<file path="config.mk">
export PLATFORM = sky130hd
export DESIGN_NAME = psd_div
export DESIGN_NICKNAME = d
export VERILOG_FILES = /design/src/rtl/psd_pkg.sv /design/src/rtl/psd_div.sv
export SDC_FILE = /design/constraint.sdc
export NUM_CORES = 2
export LEC_CHECK = 0
export BUFFER_PORTS_ARGS = -buffer_cell sky130_fd_sc_hd__buf_2
export CAP_MARGIN = 20
export CORE_ASPECT_RATIO = 0.5
export CORE_MARGIN = 4
export CORE_UTILIZATION = 61
export DETAILED_ROUTE_END_ITERATION = 8
export GPL_TIMING_DRIVEN = 0
export MAX_ROUTING_LAYER = met4
export PLACE_DENSITY = 0.78
export SLEW_MARGIN = 20
export SYNTH_ARGS = -nofsm -noshare
export SYNTH_HDL_FRONTEND = slang
export SYNTH_SLANG_ARGS = --single-unit
</file>
<file path="constraint.sdc">
create_clock -name clk -period 4.44 [get_ports clk]
set_input_delay 0.222 -clock clk [delete_from_list [all_inputs] [get_ports clk]]
set_output_delay 0.222 -clock clk [all_outputs]
set_load 0.01 [all_outputs]
</file>
<file path="src/rtl/psd_pkg.sv">
// Shared widths, case codes and pipeline payload types of the point-segment distance block.
`default_nettype none
package psd_pkg;

	// Fixed field and datapath widths.
	localparam int COORD_W = 24;
	localparam int DIFF_W  = 25;
	localparam int LEN_W   = 50;
	localparam int NUM_W   = 51;
	localparam int AXIS_W  = 26;
	localparam int SQ_W    = 52;
	localparam int DIST_W  = 49;
	localparam int PARAM_W = 17;

	// Which point of the segment is nearest.
	typedef enum logic [1:0] {
		CASE_ZERO     = 2'd0,
		CASE_BEFORE   = 2'd1,
		CASE_PAST     = 2'd2,
		CASE_INTERIOR = 2'd3
	} case_t;

	// Coordinate differences carried down the pipeline.
	typedef struct packed {
		logic signed [DIFF_W-1:0] dx;
		logic signed [DIFF_W-1:0] dy;
		logic signed [DIFF_W-1:0] wx;
		logic signed [DIFF_W-1:0] wy;
		logic signed [DIFF_W-1:0] ux;
		logic signed [DIFF_W-1:0] uy;
	} vec_t;

	// Differences plus the decided case.
	typedef struct packed {
		case_t kind;
		vec_t  v;
	} side_t;

endpackage
`default_nettype wire

</file>
<file path="src/rtl/psd_div.sv">
// Pipelined restoring divider: one fraction bit of the projection parameter per stage.
`default_nettype none
module psd_div #(
	parameter int T_FRAC = 16
) (
	input  wire logic                          clk,
	input  wire logic                          arst_n,
	input  wire logic                          in_valid,
	input  wire psd_pkg::side_t                in_side,
	input  wire logic [psd_pkg::LEN_W-1:0]     in_rem,
	input  wire logic [psd_pkg::LEN_W-1:0]     in_den,
	input  wire logic                          in_q0,
	output logic                               out_valid,
	output psd_pkg::side_t                     out_side,
	output logic [T_FRAC:0]                    out_tq
);

	localparam int TQW = T_FRAC + 1;

	// Index zero is the stage input, index n is the register of stage n.
	logic                      valid_sn [0:T_FRAC];
	psd_pkg::side_t            side_sn  [0:T_FRAC];
	logic [psd_pkg::LEN_W-1:0] rem_sn   [0:T_FRAC];
	logic [psd_pkg::LEN_W-1:0] den_sn   [0:T_FRAC];
	logic [TQW-1:0]            q_sn     [0:T_FRAC];

	assign valid_sn[0] = in_valid;
	assign side_sn[0]  = in_side;
	assign rem_sn[0]   = in_rem;
	assign den_sn[0]   = in_den;
	assign q_sn[0]     = TQW'(in_q0);

	for (genvar i = 0; i < T_FRAC; i++) begin : g_step
		logic [psd_pkg::LEN_W:0] shifted;
		logic                    fits;

		// Shift the remainder and try to subtract the divisor.
		assign shifted = {rem_sn[i], 1'b0};
		assign fits    = (shifted >= {1'b0, den_sn[i]});

		always_ff @(posedge clk or negedge arst_n) begin
			if (!arst_n) begin
				valid_sn[i+1] <= 1'b0;
			end else begin
				valid_sn[i+1] <= valid_sn[i];
			end
		end

		always_ff @(posedge clk) begin
			rem_sn[i+1]  <= fits ? psd_pkg::LEN_W'(shifted - {1'b0, den_sn[i]})
			                     : psd_pkg::LEN_W'(shifted);
			den_sn[i+1]  <= den_sn[i];
			q_sn[i+1]    <= {q_sn[i][TQW-2:0], fits};
			side_sn[i+1] <= side_sn[i];
		end
	end

	assign out_valid = valid_sn[T_FRAC];
	assign out_side  = side_sn[T_FRAC];
	assign out_tq    = q_sn[T_FRAC];

endmodule
`default_nettype wire

</file>
======== Word level (Yosys, flattened, before mapping) ========
Cells that the tools add are included.
storage, ports and cells
  bits in registers ....................... 4100
  word-level logic and storage cells ...... 235
cells by class
  $add $sub $neg .......................... 15
  $lt $le $gt $ge ......................... 16
  mux-type cells .......................... 15
operators by type and width
  cell                            number
  >= comparator 51 x 50 -> 1 bit  16
  2-to-1 mux 50 bit               15
  subtractor 50 bit               15

======== Logic depth before layout (Yosys ltp) ========
  word-level depth ........................ 2
  depth in mapped cells ................... 16

======== Worst setup path before layout ========
Ideal clock, no wire load.
  path kind ............................... register to register
  start ................................... register den_sn[200] (netlist name)
  end ..................................... register rem_sn, in the netlist g_step[13].shifted[43]
  arrival ................................. 3.084 ns
  path slack .............................. 1.235 ns
  cell stages (with the launch flop) ...... 14
  path buffers ............................ 0
  clock period less this slack ............ 3.205 ns
  cells stage by stage .................... dfxtp_1 inv_1 fa_1 a211oi_1 o21bai_1 a21oi_1 o21ai_2 a211oi_2 o21bai_1 a31o_2 a211o_1 a21oi_1 xnor2_1 mux2_2
between the ends
  cells in the longest elaborated chain, start to end .. 2
  elaborated cells on any way between the ends .. 3
  classes of those cells .................. add/sub (1); order compare (1); mux (1)
RTL lines
  element                                                              line                          RTL
  start: declaration                                                   psd_div.sv:24                 logic [psd_pkg::LEN_W-1:0] den_sn [0:T_FRAC];
  start signal: indexed assignment                                     psd_div.sv:52                 den_sn[i+1] <= den_sn[i];
  subtractor 50 bit or >= comparator 51 x 50 -> 1 bit (tied branches)  psd_div.sv:50, psd_div.sv:39
  2-to-1 mux 50 bit (*)                                                psd_div.sv:50                 rem_sn[i+1] <= fits ? psd_pkg::LEN_W'(shifted - {1'b0, den_sn[i]})
  end signal: indexed assignment                                       psd_div.sv:50
  end: declaration                                                     psd_div.sv:23                 logic [psd_pkg::LEN_W-1:0] rem_sn [0:T_FRAC];
Every way passes the cells marked *; elsewhere a longest branch is shown, timed or not.
A chain may end at the register's enable or synchronous reset.

======== Worst setup path in the final report ========
  start ................................... input port in_den[1] (netlist name)
  end ..................................... register rem_sn, in the netlist g_step[1].shifted[4]
between the ends
  cells in the longest elaborated chain, start to end .. 2
  elaborated cells on any way between the ends .. 3
  classes of those cells .................. add/sub (1); order compare (1); mux (1)
RTL lines
  element                                                              line                          RTL
  start: declaration                                                   psd_div.sv:11                 input wire logic [psd_pkg::LEN_W-1:0] in_den,
  subtractor 50 bit or >= comparator 51 x 50 -> 1 bit (tied branches)  psd_div.sv:50, psd_div.sv:39
  2-to-1 mux 50 bit (*)                                                psd_div.sv:50
Marks and branches as above.

==> summary by stage <==
Placed design
At the end of routability-driven placement, the weighted congestion stood at 0.934. Buffers placed on the I/O ports in this run total about 430. Summed over all nets, the half-perimeter wirelength after detailed placement is 224000 microns.

The post-place instance area is between 100000 and 150000 sq um. After detailed placement, the design holds a cell count of 16.0k. The placement-stage worst setup slack is -0.270 ns.

Critical path
The startpoint type of the worst setup path is an input pin. The data arrival at the endpoint of the critical path is 5.27 ns. The logic depth of the worst register-to-register path is 13. The highest fanout seen on the critical path is 10. The critical path goes through dlygate4sd3_1 > buf_2 > inv_1 > ha_1 > nor2b_1 > o31a_1 > o21ai_2 > o31ai_1 > a41o_1 > a311oi_2 > nor2_1 > and3_1 > a21oi_4 > clkbuf_1 > nand2_1 > o31ai_1.

The setup check on the worst reg-to-reg path leaves a slack of 0.12 ns. The cell with the most instances on the worst path is sky130_fd_sc_hd__o31ai_1. The worst setup path is captured at a register. In this run the critical register-to-register path is captured at g_step[6].shifted[10]. In this run the critical register-to-register path is launched from den_sn[564].

The setup path with the least slack is of type input pin to register. The critical-path cell with the highest stage delay is sky130_fd_sc_hd__clkbuf_1. Data on the critical path is required at its endpoint by 5.22 ns. The largest single stage delay on the critical path is about 0.84 ns.

Synthesis
The post-synthesis cell area is around 140000 sq um. In the synthesized netlist, mux cells make up about 1.9% of the area. The post-synthesis register bit count is around 4.1k. For this run, the register share of the synthesized area comes to between 50% and 60%.

The complex-gate fraction of the synthesized area is 13.6%. The xor and xnor fraction of the mapped netlist area is 4.35%. The primary flip-flop cell chosen by synthesis mapping is sky130_fd_sc_hd__dfxtp_1. The area fraction in and, or, nand and nor cells after synthesis is 7.81%. By area, the combinational part of the netlist is dominated by compound AO/OA/AOI/OAI gates. In the synthesized netlist the async set-or-reset flop fraction comes to less than 1%. The average instance in the mapped netlist occupies roughly 11 sq um.

Synthesis produced a netlist with a net count of roughly 14k. The warning count from the yosys run is 0. The count of distinct cell types in the synthesized netlist is 110. Synthesis produced a netlist whose cell count is 12.6k. After Yosys synthesis, full adders, half adders and majority gates account for 7.52% of the synthesized area. In this run, synthesis inferred 0 flip-flops with an integrated enable.

Timing
The max-slew violation count is 0. In the final timing run, aggregate negative setup slack is -0.0850 ns. The transition time of the tightest slew-check pin is 1.06 ns.

After layout, the worst setup slack is -0.0492 ns. The worst path in the final design needs a cycle of 4.49 ns, including I/O delays and setup. The final worst-path cycle share is 101%. The setup violation total in the final timing report is 2. The post-route clock skew is ~0.062 ns. The number of hold-slack violations in the final timing report is 0.

The maximum achievable frequency is 0.223 GHz. The tightest hold margin is approximately 0.044 ns. The worst relative slew slack is 28.6%.

Pwr
Per report_power, the clock group accounts for 24.8% of the total. The register share of total power is 38.1%. In this run the power spent charging and discharging nets is 43.2 mW.

The cell leakage power is about 71 nW. The total power per unit cell area is between 700 and 800 nW/um^2. The total power draw is approximately 120 mW. The maximum ir drop on the vdd rail is 0.000413 V. The fraction of power spent switching nets is 35.6%.

The combinational power share is 37.2%. The cell-internal power is approximately 80 mW.

Die
Measured along the x axis, the die boundary spans 678 microns. The die covers approximately 230000 sq um. The I/O pin count is 426.

The initial utilization of the core area, before any placement, comes to 61.6%. The standard cell core area is 222000 sq um. The floorplan step set the die height to 343 microns.

The number of standard-cell rows in the floorplan is between 100 and 150.

Routing
Before antenna repair, the detailed router went through 6 iterations. Using the TritonRoute via totals, the vias-per-cell ratio works out to about 5.4. After the first detailed-routing iteration, the DRC count stood at 6873. For this block, the routed nets add up to between 300000 and 400000 microns of wire. Summing over every cut layer, the via total after detailed routing is 91.8k. For this run, design rule violations remaining after detail routing come to 0.

Dividing the detail-routed wire length by the instance count gives 19.7 microns. The count of antenna-violating nets left after detailed routing is 0.

GRT
The via count of the first global-routing pass is 94.3k. The global-route wire length before repair is 523000 microns. The initial antenna violation count is 18.

The total routing usage reported by global routing is 29.0%. Entering global routing, the biggest net connects 21 pins. Summed over all layers, the global routing overflow is 0.

Final layout
The share of the core filled with cells is 71.2%. The finished cells cover 158000 sq um. In the layout the commonest cells are 4084 x sky130_fd_sc_hd__dfxtp_1, 1074 x sky130_fd_sc_hd__a21oi_1, 984 x sky130_fd_sc_hd__inv_1, 799 x sky130_fd_sc_hd__ha_1, 715 x sky130_fd_sc_hd__nand2_1. The final layout contains 14.9k nets. Cells with a size suffix above 1 make up 11.3% of the layout.

The library cell used most frequently in the layout, excluding fill and tap cells, is sky130_fd_sc_hd__dfxtp_1. The final standard cell count with taps included and fillers excluded is 17.0k. The layout-stage area growth over the synthesis result is 15.6%.

Outcome
The checks that failed: setup timing. The flow ran to the end, but the final reports show violations.

Min path
The worst hold path terminates at den_sn[799]. The worst hold path passes through 2 cells. In this run the most critical hold path is launched from in_den[49]. In this run the worst hold path is classified as input pin to register.

Flow run
The tool flagged a number of max-cap violations equal to 0.

Clock network
The tree is rooted in a sky130_fd_sc_hd__clkbuf_16. Clock-pin slew was measured on the worst setup and hold paths at 0.07 ns. The clock passes through at most 4 buffers. Counting the buffers created by CTS gives 323. The TritonCTS clock tree is built.

The count of clock tree sinks is 4100. Clock latency on the worst-skew pair, taken at its later pin, is 0.89 ns. The level count of the clock H-tree is 5.
==> critical path: cells and delay by family <==
kind	cells	cell delay, ns
adders and majority gates	1	0.27
and+or+nand+nor	4	0.78
buffers and inverters	4	1.64
AOI/OAI and AO/OA	7	2.34
==> power groups by stage <==
stage | sequential (mW) | clock, mW | combinational, mW
floorplan | 45.3 | 0 | 33.7
global placement | 46.6 | 0 | 43.2
detailed placement | 46.7 | 0 | 43.4
CTS | 46.1 | 30.3 | 44.4
global route | 46.7 | 31.9 | 49.9
finish | 46.2 | 30.1 | 45.1
==> registers in the layout (all words and copies together), names as in the netlist <==
signal / cells
den_sn: 750
g_step.shifted: 750
out_side: 152
out_tq: 17
out_valid: 1
q_sn: 135
side_sn: 2280
valid_sn: 15
==> metal layers <==
metal / track usage (%) / vias to the layer above / wire, microns
li1: - / 45061 / -
met1: 34.7 / 42574 / 141000
met2: 48.2 / 3148 / 158000
met3: 3.96 / 997 / 16800
met4: 14.9 / 0 / 18800
met5: - / - / 0
==> how the worst max path moves through the flow <==
stage                     start                     end  slack [ns]  cells after the start
floorplan           den_sn[200]  g_step[13].shifted[43]        1.23                     13
global placement    den_sn[789]   g_step[2].shifted[45]       -0.28                     15
detailed placement  den_sn[789]   g_step[2].shifted[45]       -0.27                     15
CTS                 den_sn[789]   g_step[2].shifted[45]       0.004                     15
global route          in_den[1]   g_step[1].shifted[47]       -0.02                     16
finish                in_den[1]    g_step[1].shifted[4]       -0.05                     16
==> area by class of cell <==
| cell class | instances | area [sq um] |
|---|---|---|
| buffer | 522 | 2890 |
| fill | 15100 | 63900 |
| inverter | 984 | 3690 |
| timing repair buffer | 857 | 6450 |
| antenna | 21 | 52.6 |
| sequential | 4100 | 82200 |
| clock inverter | 133 | 1880 |
| tap | 2976 | 3720 |
| multi-input combinational | 6992 | 48400 |
| clock buffer | 436 | 9110 |
==> logic make-up (layout without fill, tap and decap cells) <==
family,after synthesis,after routing
AOI/OAI and AO/OA,2981,2981
xor gates and xnor gates,680,680
adders and majority gates,814,814
buffers and inverters,1506,2932
DFF,4100,4100
muxes,232,232
other,0,21
and+or+nand+nor,2285,2285
==> cell usage after synthesis (28+ instances only) <==
cell                          n  area, sq um
sky130_fd_sc_hd__nand3_1    149          746
sky130_fd_sc_hd__nor2b_1     91          569
sky130_fd_sc_hd__a31oi_1     84          526
sky130_fd_sc_hd__a21oi_1   1076         5390
sky130_fd_sc_hd__mux2_2     211         2380
sky130_fd_sc_hd__and3_1      51          319
sky130_fd_sc_hd__dfxtp_1   4084        81800
sky130_fd_sc_hd__nor3_1     108          541
sky130_fd_sc_hd__a21o_1     461         3460
sky130_fd_sc_hd__buf_2       76          380
sky130_fd_sc_hd__xnor2_1    403         3530
sky130_fd_sc_hd__and2_1      39          244
sky130_fd_sc_hd__nor4_1      35          219
sky130_fd_sc_hd__nor2_1     661         2480
sky130_fd_sc_hd__nand2b_1   103          644
sky130_fd_sc_hd__nand4_1    204         1280
sky130_fd_sc_hd__o21ai_1     29          145
sky130_fd_sc_hd__buf_4      195         1460
sky130_fd_sc_hd__inv_1      984         3690
sky130_fd_sc_hd__clkbuf_1   235          882
sky130_fd_sc_hd__a211oi_1    51          383
sky130_fd_sc_hd__xor2_1     277         2430
sky130_fd_sc_hd__o211ai_1    52          390
sky130_fd_sc_hd__o21a_1      94          706
sky130_fd_sc_hd__or3_1       28          175
sky130_fd_sc_hd__o21bai_1   143         1070
sky130_fd_sc_hd__o31ai_1     54          405
sky130_fd_sc_hd__o21ai_0    614         3070
sky130_fd_sc_hd__ha_1       799        10000
sky130_fd_sc_hd__nand2_1    715         2680
==> timing repair <==
action	4_1_cts	5_1_grt
pin swaps	1	0
hold buffers	426	2
setup buffers	2	0
resized for setup	5	27
hold endpoints to repair	270	2
setup endpoints to repair	109	229
No activity file was read; power rests on OpenSTA's default activity.
